## config.mk

```make
export PLATFORM = sky130hd
export DESIGN_NAME = civil_date_day_counter
export DESIGN_NICKNAME = d
export VERILOG_FILES = /design/src/rtl/core/cddc_pkg.sv /design/src/rtl/core/civil_date_day_counter.sv
export SDC_FILE = /design/constraint.sdc
export NUM_CORES = 2
export LEC_CHECK = 0
export BUFFER_PORTS_ARGS = -buffer_cell sky130_fd_sc_hd__buf_2
export CAP_MARGIN = 20
export CORE_MARGIN = 2
export CORE_UTILIZATION = 55
export CTS_CLUSTER_DIAMETER = 150
export DETAILED_ROUTE_END_ITERATION = 6
export PLACE_DENSITY = 0.72
export RECOVER_POWER = 25
export SETUP_SLACK_MARGIN = 0.1
export SLEW_MARGIN = 0
export SYNTH_ARGS = -nofsm -noshare
export SYNTH_HDL_FRONTEND = slang
export SYNTH_SLANG_ARGS = --single-unit
```

## constraint.sdc

```tcl
create_clock -name clk -period 11.4 [get_ports clk]
set_input_delay 2.28 -clock clk [delete_from_list [all_inputs] [get_ports clk]]
set_output_delay 2.28 -clock clk [all_outputs]
set_load 0.05 [all_outputs]
```

## src/rtl/core/cddc_pkg.sv

```systemverilog
`default_nettype none

package cddc_pkg;

  // Stream payload widths
  localparam int S_TDATA_W = 80;
  localparam int S_TUSER_W = 2;
  localparam int M_TDATA_W = 48;
  localparam int M_TUSER_W = 2;

  localparam int DAYS_W = 22;

  localparam logic [DAYS_W-1:0] MAX_DAY_NUMBER = 22'd2932896;
  localparam logic [DAYS_W-1:0] EPOCH_SHIFT    = 22'd719468;

  localparam logic [17:0] DAYS_PER_ERA = 18'd146097;
  localparam logic [17:0] DAYS_PER_CENT = 18'd36524;
  localparam logic [17:0] ERA_LAST_DAY  = 18'd146096;

  // Reciprocals for the constant divisions: floor(x / d) = (x * M) >> k
  localparam logic [22:0] RCP_ERA  = 23'd7525902; // 1/146097, k = 40
  localparam logic [22:0] RCP_1460 = 23'd367720;  // 1/1460,   k = 29
  localparam logic [22:0] RCP_365  = 23'd367720;  // 1/365,    k = 27
  localparam logic [22:0] RCP_153  = 23'd3427;    // 1/153,    k = 19
  localparam logic [22:0] RCP_100  = 23'd5243;    // 1/100,    k = 19
  localparam logic [22:0] RCP_7    = 23'd4793491; // 1/7,      k = 25
  localparam logic [22:0] DAYS_PER_YEAR = 23'd365;
  localparam logic [22:0] ERA_MUL       = 23'd146097;

  localparam logic [15:0] YEAR_MIN = 16'd1970;
  localparam logic [15:0] YEAR_MAX = 16'd9999;

  // Operation codes
  localparam logic [1:0] OP_LOAD_CIVIL = 2'd0;
  localparam logic [1:0] OP_LOAD_DAYS  = 2'd1;
  localparam logic [1:0] OP_ADD_OFFSET = 2'd2;

  // Error codes
  localparam logic [1:0] ERR_OK       = 2'd0;
  localparam logic [1:0] ERR_CIVIL    = 2'd1;
  localparam logic [1:0] ERR_RANGE    = 2'd2;
  localparam logic [1:0] ERR_OVERFLOW = 2'd3;

  function automatic logic [4:0] month_len(input logic [3:0] m);
    logic [4:0] len;
    case (m)
      4'd1, 4'd3, 4'd5, 4'd7, 4'd8, 4'd10, 4'd12: len = 5'd31;
      4'd4, 4'd6, 4'd9, 4'd11: len = 5'd30;
      4'd2: len = 5'd28;
      default: len = 5'd0;
    endcase
    return len;
  endfunction

  // First day of each month in a March-based year
  function automatic logic [8:0] first_doy(input logic [3:0] mi);
    logic [8:0] d;
    case (mi)
      4'd0:  d = 9'd0;
      4'd1:  d = 9'd31;
      4'd2:  d = 9'd61;
      4'd3:  d = 9'd92;
      4'd4:  d = 9'd122;
      4'd5:  d = 9'd153;
      4'd6:  d = 9'd184;
      4'd7:  d = 9'd214;
      4'd8:  d = 9'd245;
      4'd9:  d = 9'd275;
      4'd10: d = 9'd306;
      4'd11: d = 9'd337;
      default: d = 9'd0;
    endcase
    return d;
  endfunction

endpackage

`default_nettype wire

```

## src/rtl/core/civil_date_day_counter.sv

```systemverilog
// Civil date day counter.
// Keeps a day number counted from 1970-01-01. Each transfer on the s_axis
// channel carries one operation in s_axis_tuser: load a civil date, load a
// raw day number, or add a signed offset. Each operation yields exactly one
// transfer on m_axis: the stored day number, its date, weekday and an error
// code in m_axis_tuser.
// The result is registered after the steps of the state machine: ST_OP, then
// ST_F1 to ST_F3 for a civil date load, then ST_R0 to ST_R9. The input is ready
// again in the cycle after the result is registered, so the block takes no new
// item before the last one is through. The steps are set by the single shared
// 22x23 multiplier, which does most constant divisions by reciprocal, one product per step.
// The result sits in its own output register: while the receiver stalls the
// block still takes and works on the next item, and holds it in its final
// step until the previous result has been transferred.
// Reset (rst, synchronous) clears the stored day number to 1970-01-01 and
// drops m_axis_tvalid; s_axis_tready rises in the first cycle after reset.
`default_nettype none

module civil_date_day_counter (
  input  wire                               clk,
  input  wire                               rst,
  input  wire                               s_axis_tvalid,
  output logic                              s_axis_tready,
  // day_of_month[7:0], month_in[15:8], year_in[31:16], day_count_in[53:32],
  // day_offset[76:54], zero pad[79:77]
  input  wire  [cddc_pkg::S_TDATA_W-1:0]    s_axis_tdata,
  // operation[1:0]
  input  wire  [cddc_pkg::S_TUSER_W-1:0]    s_axis_tuser,
  output logic                              m_axis_tvalid,
  input  wire                               m_axis_tready,
  // day_number[21:0], day_out[26:22], month_out[30:27], year_out[44:31],
  // weekday[47:45]
  output logic [cddc_pkg::M_TDATA_W-1:0]    m_axis_tdata,
  // error_code[1:0]
  output logic [cddc_pkg::M_TUSER_W-1:0]    m_axis_tuser
);

  import cddc_pkg::*;

  localparam logic [3:0] ST_IDLE = 4'd0;
  localparam logic [3:0] ST_OP   = 4'd1;
  localparam logic [3:0] ST_F1   = 4'd2;
  localparam logic [3:0] ST_F2   = 4'd3;
  localparam logic [3:0] ST_F3   = 4'd4;
  localparam logic [3:0] ST_R0   = 4'd5;
  localparam logic [3:0] ST_R1   = 4'd6;
  localparam logic [3:0] ST_R2   = 4'd7;
  localparam logic [3:0] ST_R3   = 4'd8;
  localparam logic [3:0] ST_R4   = 4'd9;
  localparam logic [3:0] ST_R5   = 4'd10;
  localparam logic [3:0] ST_R6   = 4'd11;
  localparam logic [3:0] ST_R7   = 4'd12;
  localparam logic [3:0] ST_R8   = 4'd13;
  localparam logic [3:0] ST_R9   = 4'd14;

  logic [3:0]        state;
  logic [DAYS_W-1:0] stored;

  // latched input item
  logic [1:0]  op;
  logic [7:0]  dom;
  logic [7:0]  mon;
  logic [15:0] year;
  logic [21:0] cnt;
  logic [22:0] off;

  // shared multiplier
  logic [21:0] mul_a;
  logic [22:0] mul_b;
  logic        mul_en;
  logic [44:0] prod;

  // working registers
  logic        leap;
  logic [6:0]  qyy;
  logic [1:0]  err;
  logic [4:0]  era;
  logic [17:0] doe;
  logic [17:0] tsum;
  logic [8:0]  yoe;
  logic [8:0]  doy;
  logic [2:0]  wday;

  // output register
  logic [21:0] days_o;
  logic [4:0]  day_o;
  logic [3:0]  month_o;
  logic [13:0] year_o;
  logic [2:0]  wday_o;
  logic [1:0]  err_o;

  // derived values
  logic        m_le2;
  logic [15:0] yy;
  logic [3:0]  mi;
  logic [9:0]  qy;
  logic [16:0] hund;
  logic        leap_next;
  logic [4:0]  last_day;
  logic        civil_ok;
  logic [23:0] n_full;
  logic signed [23:0] sum;
  logic        sum_bad;
  logic [21:0] z;
  logic [21:0] wx;
  logic [2:0]  cents;
  logic [17:0] tsum_next;
  logic [1:0]  yoe_cents;
  logic [17:0] doy_full;
  logic [3:0]  mp;
  logic [3:0]  mm;
  logic [13:0] era400;
  logic        out_free;

  assign s_axis_tready = (state == ST_IDLE) && !rst;
  assign out_free = !m_axis_tvalid || m_axis_tready;

  assign m_le2 = (mon <= 8'd2);
  assign yy    = year - {15'd0, m_le2};
  assign mi    = (mon > 8'd2) ? (mon[3:0] - 4'd3) : (mon[3:0] + 4'd9);

  // leap year from year / 100 (product of the first civil step)
  assign qy   = prod[28:19];
  assign hund = {1'b0, qy, 6'd0} + {2'b0, qy, 5'd0} + {5'd0, qy, 2'd0};
  assign leap_next = ((year[1:0] == 2'd0) && ({1'b0, year} != hund)) ||
                     (({1'b0, year} == hund) && (qy[1:0] == 2'd0));

  assign last_day = ((mon == 8'd2) && leap) ? 5'd29 : month_len(mon[3:0]);
  assign civil_ok = (year >= YEAR_MIN) && (year <= YEAR_MAX) &&
                    (mon >= 8'd1) && (mon <= 8'd12) &&
                    (dom >= 8'd1) && (dom <= {3'd0, last_day});

  // 365*yy + yy/4 - yy/100 + yy/400 + doy - epoch
  assign n_full = {2'd0, prod[21:0]} + {12'd0, yy[13:2]} + {19'd0, qyy[6:2]}
                + {15'd0, first_doy(mi)} + {16'd0, dom} - {17'd0, qyy}
                - 24'd1 - {2'd0, EPOCH_SHIFT};

  assign sum = $signed({2'b00, stored}) + $signed({off[22], off});
  assign sum_bad = sum[23] || (sum[22:0] > {1'b0, MAX_DAY_NUMBER});

  assign z  = stored + EPOCH_SHIFT;
  assign wx = stored + 22'd4;

  // doe/36524 and doe/146096 by compare
  assign cents = {2'd0, doe >= DAYS_PER_CENT} + {2'd0, doe >= 18'(2 * DAYS_PER_CENT)}
               + {2'd0, doe >= 18'(3 * DAYS_PER_CENT)} + {2'd0, doe >= ERA_LAST_DAY};
  assign tsum_next = doe - {11'd0, prod[35:29]} + {15'd0, cents}
                   - {17'd0, doe == ERA_LAST_DAY};

  assign yoe_cents = {1'b0, yoe >= 9'd100} + {1'b0, yoe >= 9'd200}
                   + {1'b0, yoe >= 9'd300};
  assign doy_full = doe - (prod[17:0] + {11'd0, yoe[8:2]} - {16'd0, yoe_cents});

  assign mp = prod[22:19];
  assign mm = (mp < 4'd10) ? (mp + 4'd3) : (mp - 4'd9);
  assign era400 = {1'b0, era, 8'd0} + {2'b0, era, 7'd0} + {5'd0, era, 4'd0};

  always_comb begin
    mul_a  = '0;
    mul_b  = '0;
    mul_en = 1'b0;
    case (state)
      ST_OP: begin
        mul_a  = {6'd0, year};
        mul_b  = RCP_100;
        mul_en = 1'b1;
      end
      ST_F1: begin
        mul_a  = {8'd0, yy[13:0]};
        mul_b  = RCP_100;
        mul_en = 1'b1;
      end
      ST_F2: begin
        mul_a  = {8'd0, yy[13:0]};
        mul_b  = DAYS_PER_YEAR;
        mul_en = 1'b1;
      end
      ST_R0: begin
        mul_a  = z;
        mul_b  = RCP_ERA;
        mul_en = 1'b1;
      end
      ST_R1: begin
        mul_a  = {17'd0, prod[44:40]};
        mul_b  = ERA_MUL;
        mul_en = 1'b1;
      end
      ST_R2: begin
        mul_a  = wx;
        mul_b  = RCP_7;
        mul_en = 1'b1;
      end
      ST_R3: begin
        mul_a  = {4'd0, doe};
        mul_b  = RCP_1460;
        mul_en = 1'b1;
      end
      ST_R5: begin
        mul_a  = {4'd0, tsum};
        mul_b  = RCP_365;
        mul_en = 1'b1;
      end
      ST_R6: begin
        mul_a  = {13'd0, prod[35:27]};
        mul_b  = DAYS_PER_YEAR;
        mul_en = 1'b1;
      end
      ST_R8: begin
        mul_a  = {11'd0, {doy, 2'd0} + {2'd0, doy} + 11'd2};
        mul_b  = RCP_153;
        mul_en = 1'b1;
      end
      default: begin
        mul_en = 1'b0;
      end
    endcase
  end

  always_ff @(posedge clk) begin
    if (mul_en) begin
      prod <= {23'd0, mul_a} * {22'd0, mul_b};
    end
  end

  always_ff @(posedge clk) begin
    if (rst) begin
      state         <= ST_IDLE;
      stored        <= '0;
      m_axis_tvalid <= 1'b0;
    end else begin
      // in the final step a free output register is reloaded below
      if (m_axis_tvalid && m_axis_tready && (state != ST_R9)) begin
        m_axis_tvalid <= 1'b0;
      end
      case (state)
        ST_IDLE: begin
          if (s_axis_tvalid) begin
            op    <= s_axis_tuser[1:0];
            dom   <= s_axis_tdata[7:0];
            mon   <= s_axis_tdata[15:8];
            year  <= s_axis_tdata[31:16];
            cnt   <= s_axis_tdata[53:32];
            off   <= s_axis_tdata[76:54];
            state <= ST_OP;
          end
        end
        ST_OP: begin
          case (op)
            OP_LOAD_CIVIL: begin
              err   <= ERR_OK;
              state <= ST_F1;
            end
            OP_LOAD_DAYS: begin
              state <= ST_R0;
              if (cnt > MAX_DAY_NUMBER) begin
                err <= ERR_RANGE;
              end else begin
                err    <= ERR_OK;
                stored <= cnt;
              end
            end
            OP_ADD_OFFSET: begin
              state <= ST_R0;
              if (sum_bad) begin
                err <= ERR_OVERFLOW;
              end else begin
                err    <= ERR_OK;
                stored <= sum[21:0];
              end
            end
            default: begin
              err   <= ERR_OK;
              state <= ST_R0;
            end
          endcase
        end
        ST_F1: begin
          leap  <= leap_next;
          state <= ST_F2;
        end
        ST_F2: begin
          qyy   <= prod[25:19];
          state <= ST_F3;
        end
        ST_F3: begin
          if (!civil_ok) begin
            err <= ERR_CIVIL;
          end else if (n_full > {2'd0, MAX_DAY_NUMBER}) begin
            err <= ERR_RANGE;
          end else begin
            stored <= n_full[21:0];
          end
          state <= ST_R0;
        end
        ST_R0: begin
          state <= ST_R1;
        end
        ST_R1: begin
          era   <= prod[44:40];
          state <= ST_R2;
        end
        ST_R2: begin
          doe   <= 18'(z - prod[21:0]);
          state <= ST_R3;
        end
        ST_R3: begin
          // x - 7q == x + q (mod 8), and the remainder is below 7
          wday  <= wx[2:0] + prod[27:25];
          state <= ST_R4;
        end
        ST_R4: begin
          tsum  <= tsum_next;
          state <= ST_R5;
        end
        ST_R5: begin
          state <= ST_R6;
        end
        ST_R6: begin
          yoe   <= prod[35:27];
          state <= ST_R7;
        end
        ST_R7: begin
          doy   <= doy_full[8:0];
          state <= ST_R8;
        end
        ST_R8: begin
          state <= ST_R9;
        end
        ST_R9: begin
          if (out_free) begin
            days_o        <= stored;
            day_o         <= 5'(doy - first_doy(mp) + 9'd1);
            month_o       <= mm;
            year_o        <= {5'd0, yoe} + era400 + {13'd0, mm <= 4'd2};
            wday_o        <= wday;
            err_o         <= err;
            m_axis_tvalid <= 1'b1;
            state         <= ST_IDLE;
          end
        end
        default: begin
          state <= ST_IDLE;
        end
      endcase
    end
  end

  assign m_axis_tdata = {wday_o, year_o, month_o, day_o, days_o};
  assign m_axis_tuser = err_o;

`ifndef ASSERT_OFF
  a_stored_max: assert property (@(posedge clk) disable iff (rst)
    stored <= MAX_DAY_NUMBER)
    else $error("stored day number above maximum");

  a_one_item: assert property (@(posedge clk) disable iff (rst)
    (s_axis_tvalid && s_axis_tready) |=> !s_axis_tready)
    else $error("input accepted while an item is in work");

  a_out_date: assert property (@(posedge clk) disable iff (rst)
    m_axis_tvalid |-> (month_o >= 4'd1) && (month_o <= 4'd12) &&
                      (day_o >= 5'd1) && (wday_o <= 3'd6) &&
                      (year_o >= 14'd1970) && (year_o <= 14'd9999))
    else $error("result date out of range");
`endif

endmodule

`default_nettype wire
```

==> out/metrics.yaml <==
run_status:
  status: "finished clean"
timing:
  period_share: 0.9385
  period_needed_ns: 10.70
  worst_pin_slew_ns: 1.248
  fmax_mhz: 93.46
  hold_viol: 0
  relSlewSlack: 0.1624
  final-max-slew-violation-count: 0
  rsz0062_at_grt: "false"
  fin_tns_setup_ns: 0
  clock_skew_ns: 0.02878
  setup_viol: 0
setup_path:
  reg2reg_depth: 38
  cp.arrival_ns: 11.02
  crit_top_cell: "fa_1"
  end_kind: "flop"
  start_kind: "flop"
  worst_ep_required_time_ns: 11.72
  cp_max_fo: 8
  critPathBufInv: 6
  ff2ff_setup_slack_ns: 0.70
  worst_path_largest_cell_delay_ns: 0.56
  path_class: "flop to flop"
  crit_slowest_cell: "fa_1"
  cp.depth: 38
  cp_top_family: "adder cells"
routing:
  drt_iter0_drc: 2794
  via_per_inst: 5.820
  wl_per_cell_um: 23.11
  routed_wl_um: 111200
  drc: 0
  drtAntennaViolNets: 0
  vias: 27990
  dr.pass1.iters: 6
placement:
  dpl.hpwl_um: 92620
  gp_congestion: 1.033
  port-buffer-count: 134
finish:
  drive_gt1_frac: 0.07731
  fin_util: 0.6027
  final_nets: 4887
  area_growth_pct: 8.754
global_route:
  grt_pass1_wl_um: 168400
  grt_use_total: 0.3356
  grt_max_degree: 73
  grt_pass1_vias: 27850
  grt_remaining_overflow: 0
  antenna_found_initial: 3
yosys:
  synth_commonest_cells: "inv_1, fa_1, ha_1"
  seq_area_frac_synth: 0.2195
  synth_warnings: 0
  yosysUniqueCellTypes: 86
  synth.avg_cell_area_um2: 9.658
  synth_enable_flop_cells: 242
  synth_top_area_frac: 0.2630
  postSynth.asyncResetShare: 0
  ys.flop_type: "edfxtp_1"
  synth_seq_cells: 277
  ys_top_cells_by_area: "fa_1, edfxtp_1, ha_1"
  synth_most_common_cell: "inv_1"
  syn_area_um2: 36300
  synth_top_cell_by_area: "fa_1"
  postSynthCellCount: 3759
die:
  initial_utilization: 0.5542
  io_pins: 138
  coreArea_um2: 65510
  placementRows: 94
  fp.dieH_um: 260.9
  chipWidth_um: 260.9
  die_area_um2: 68080
cts:
  cts_buffer_depth: 3
  postCtsSetupRepairBufs: 0
  cts_tree: "done"
  cts_resized: 0
  worstSkewPairLatency_ns: 0.57
  clockRootBuffer: "clkbuf_16"
  cts_buffers: 35
  h-tree-depth: 2
  holdBufCountCts: 0
  cts.sinks: 277
  path_clk_slew_ns: 0.06
job:
  maxCapViolations: 0
pwr:
  vdd_drop_max_mv: 0.2388
  leakagePower_nw: 19.03
  total_power_w: 0.008419
  power_density_nw_per_um2: 213.2
min_path:
  whs_path_depth: 0
  hold_class: "flop to flop"
per-layer routing:
metal	up-vias	track usage	routed length (um)
met3	230	0.05468	10150
li1	12670	-	-
met5	-	0	13
met4	2	0.1632	6183
met2	1258	0.5116	48300
met1	13830	0.4680	46510
cell families after synthesis:
kind of cell             count (synthesis)  synth area share
multiplexers                            39           0.01175
AND/OR/NAND/NOR                        857            0.1101
other                                    2         0.0002069
buffers and inverters                  869           0.09119
AO/OA/AOI/OAI                          632            0.1161
flip-flops                             277            0.2195
XOR/XNOR                               201           0.04849
adder cells (fa/ha/maj)                882            0.4026
layout make-up:
class	count	area, um^2
sequential	277	7968
inverter	762	2861
fill	5629	26030
multi-input combinational	2635	25140
clock buffer	38	908.4
tap	864	1081
antenna	1	2.502
timing repair buffer	208	1209
clock inverter	25	311.5
cell usage in the layout, fill, tap and decap left out, types with 13 or more instances in the layout:
| cell type | Yosys | routed |
|---|---|---|
| o211ai_1 | 22 | 22 |
| mux2i_1 | 28 | 28 |
| edfxtp_1 | 242 | 242 |
| xor2_1 | 53 | 53 |
| or3_1 | 14 | 14 |
| o21ai_0 | 109 | 109 |
| a22oi_1 | 17 | 17 |
| buf_2 | 8 | 126 |
| o21a_1 | 26 | 26 |
| a21boi_0 | 13 | 13 |
| nor3_1 | 54 | 51 |
| a21oi_1 | 178 | 178 |
| o21bai_1 | 28 | 28 |
| ha_1 | 405 | 405 |
| conb_1 | 2 | 24 |
| a22o_1 | 15 | 15 |
| fa_1 | 477 | 477 |
| inv_1 | 761 | 760 |
| nor4_1 | 18 | 17 |
| dfxtp_1 | 35 | 35 |
| a31oi_1 | 26 | 26 |
| or2_2 | 16 | 16 |
| nor2_1 | 227 | 225 |
| nand2b_1 | 34 | 34 |
| a211oi_1 | 22 | 22 |
| nand2_1 | 292 | 292 |
| clkbuf_16 | 0 | 36 |
| a21o_1 | 66 | 65 |
| nor2b_1 | 30 | 30 |
| buf_4 | 2 | 72 |
| and2_1 | 42 | 42 |
| nand3_1 | 53 | 53 |
| xnor2_1 | 148 | 148 |
| and3_1 | 27 | 27 |
per-stage QoR:
step / cells / hold WS [ns] / area [um^2] / worst slack [ns]
5_1_grt: 4809 / 0.4372 / 39480 / 0.2810
4_1_cts: 4808 / 0.4348 / 39490 / 0.8119
6_report: 4810 / 0.4317 / 39480 / 0.7006
3_3_place_gp: 4745 / 0.4019 / 38270 / 0.9762
2_1_floorplan: 3781 / 0.4003 / 36390 / 1.800
3_5_place_dp: 4745 / 0.4234 / 38270 / 0.8294
power by group:
group	total, W	internal (W)	switching, W
combinational	0.00565	0.00221	0.00344
sequential	0.00156	0.00135	0.000207
clock	0.00121	0.000721	0.000490
registers in the layout, indices dropped and copies added (netlist names), 7 cells and up, named ones only:
name    flops
doe        18
tsum       18
mon         8
days_o     22
cnt        22
qyy         7
year_o     14
prod       41
dom         8
year       16
off        23
doy         9
yoe         9
stored     22
worst paths after layout:
path                             start               to
worst max-delay path            mon[4]         prod[33]
worst min-delay path            err[1]  m_axis_tuser[1]
worst max register to register  mon[4]         prod[33]
worst min register to register  err[1]  m_axis_tuser[1]
Power figures use the tool's default switching activity.
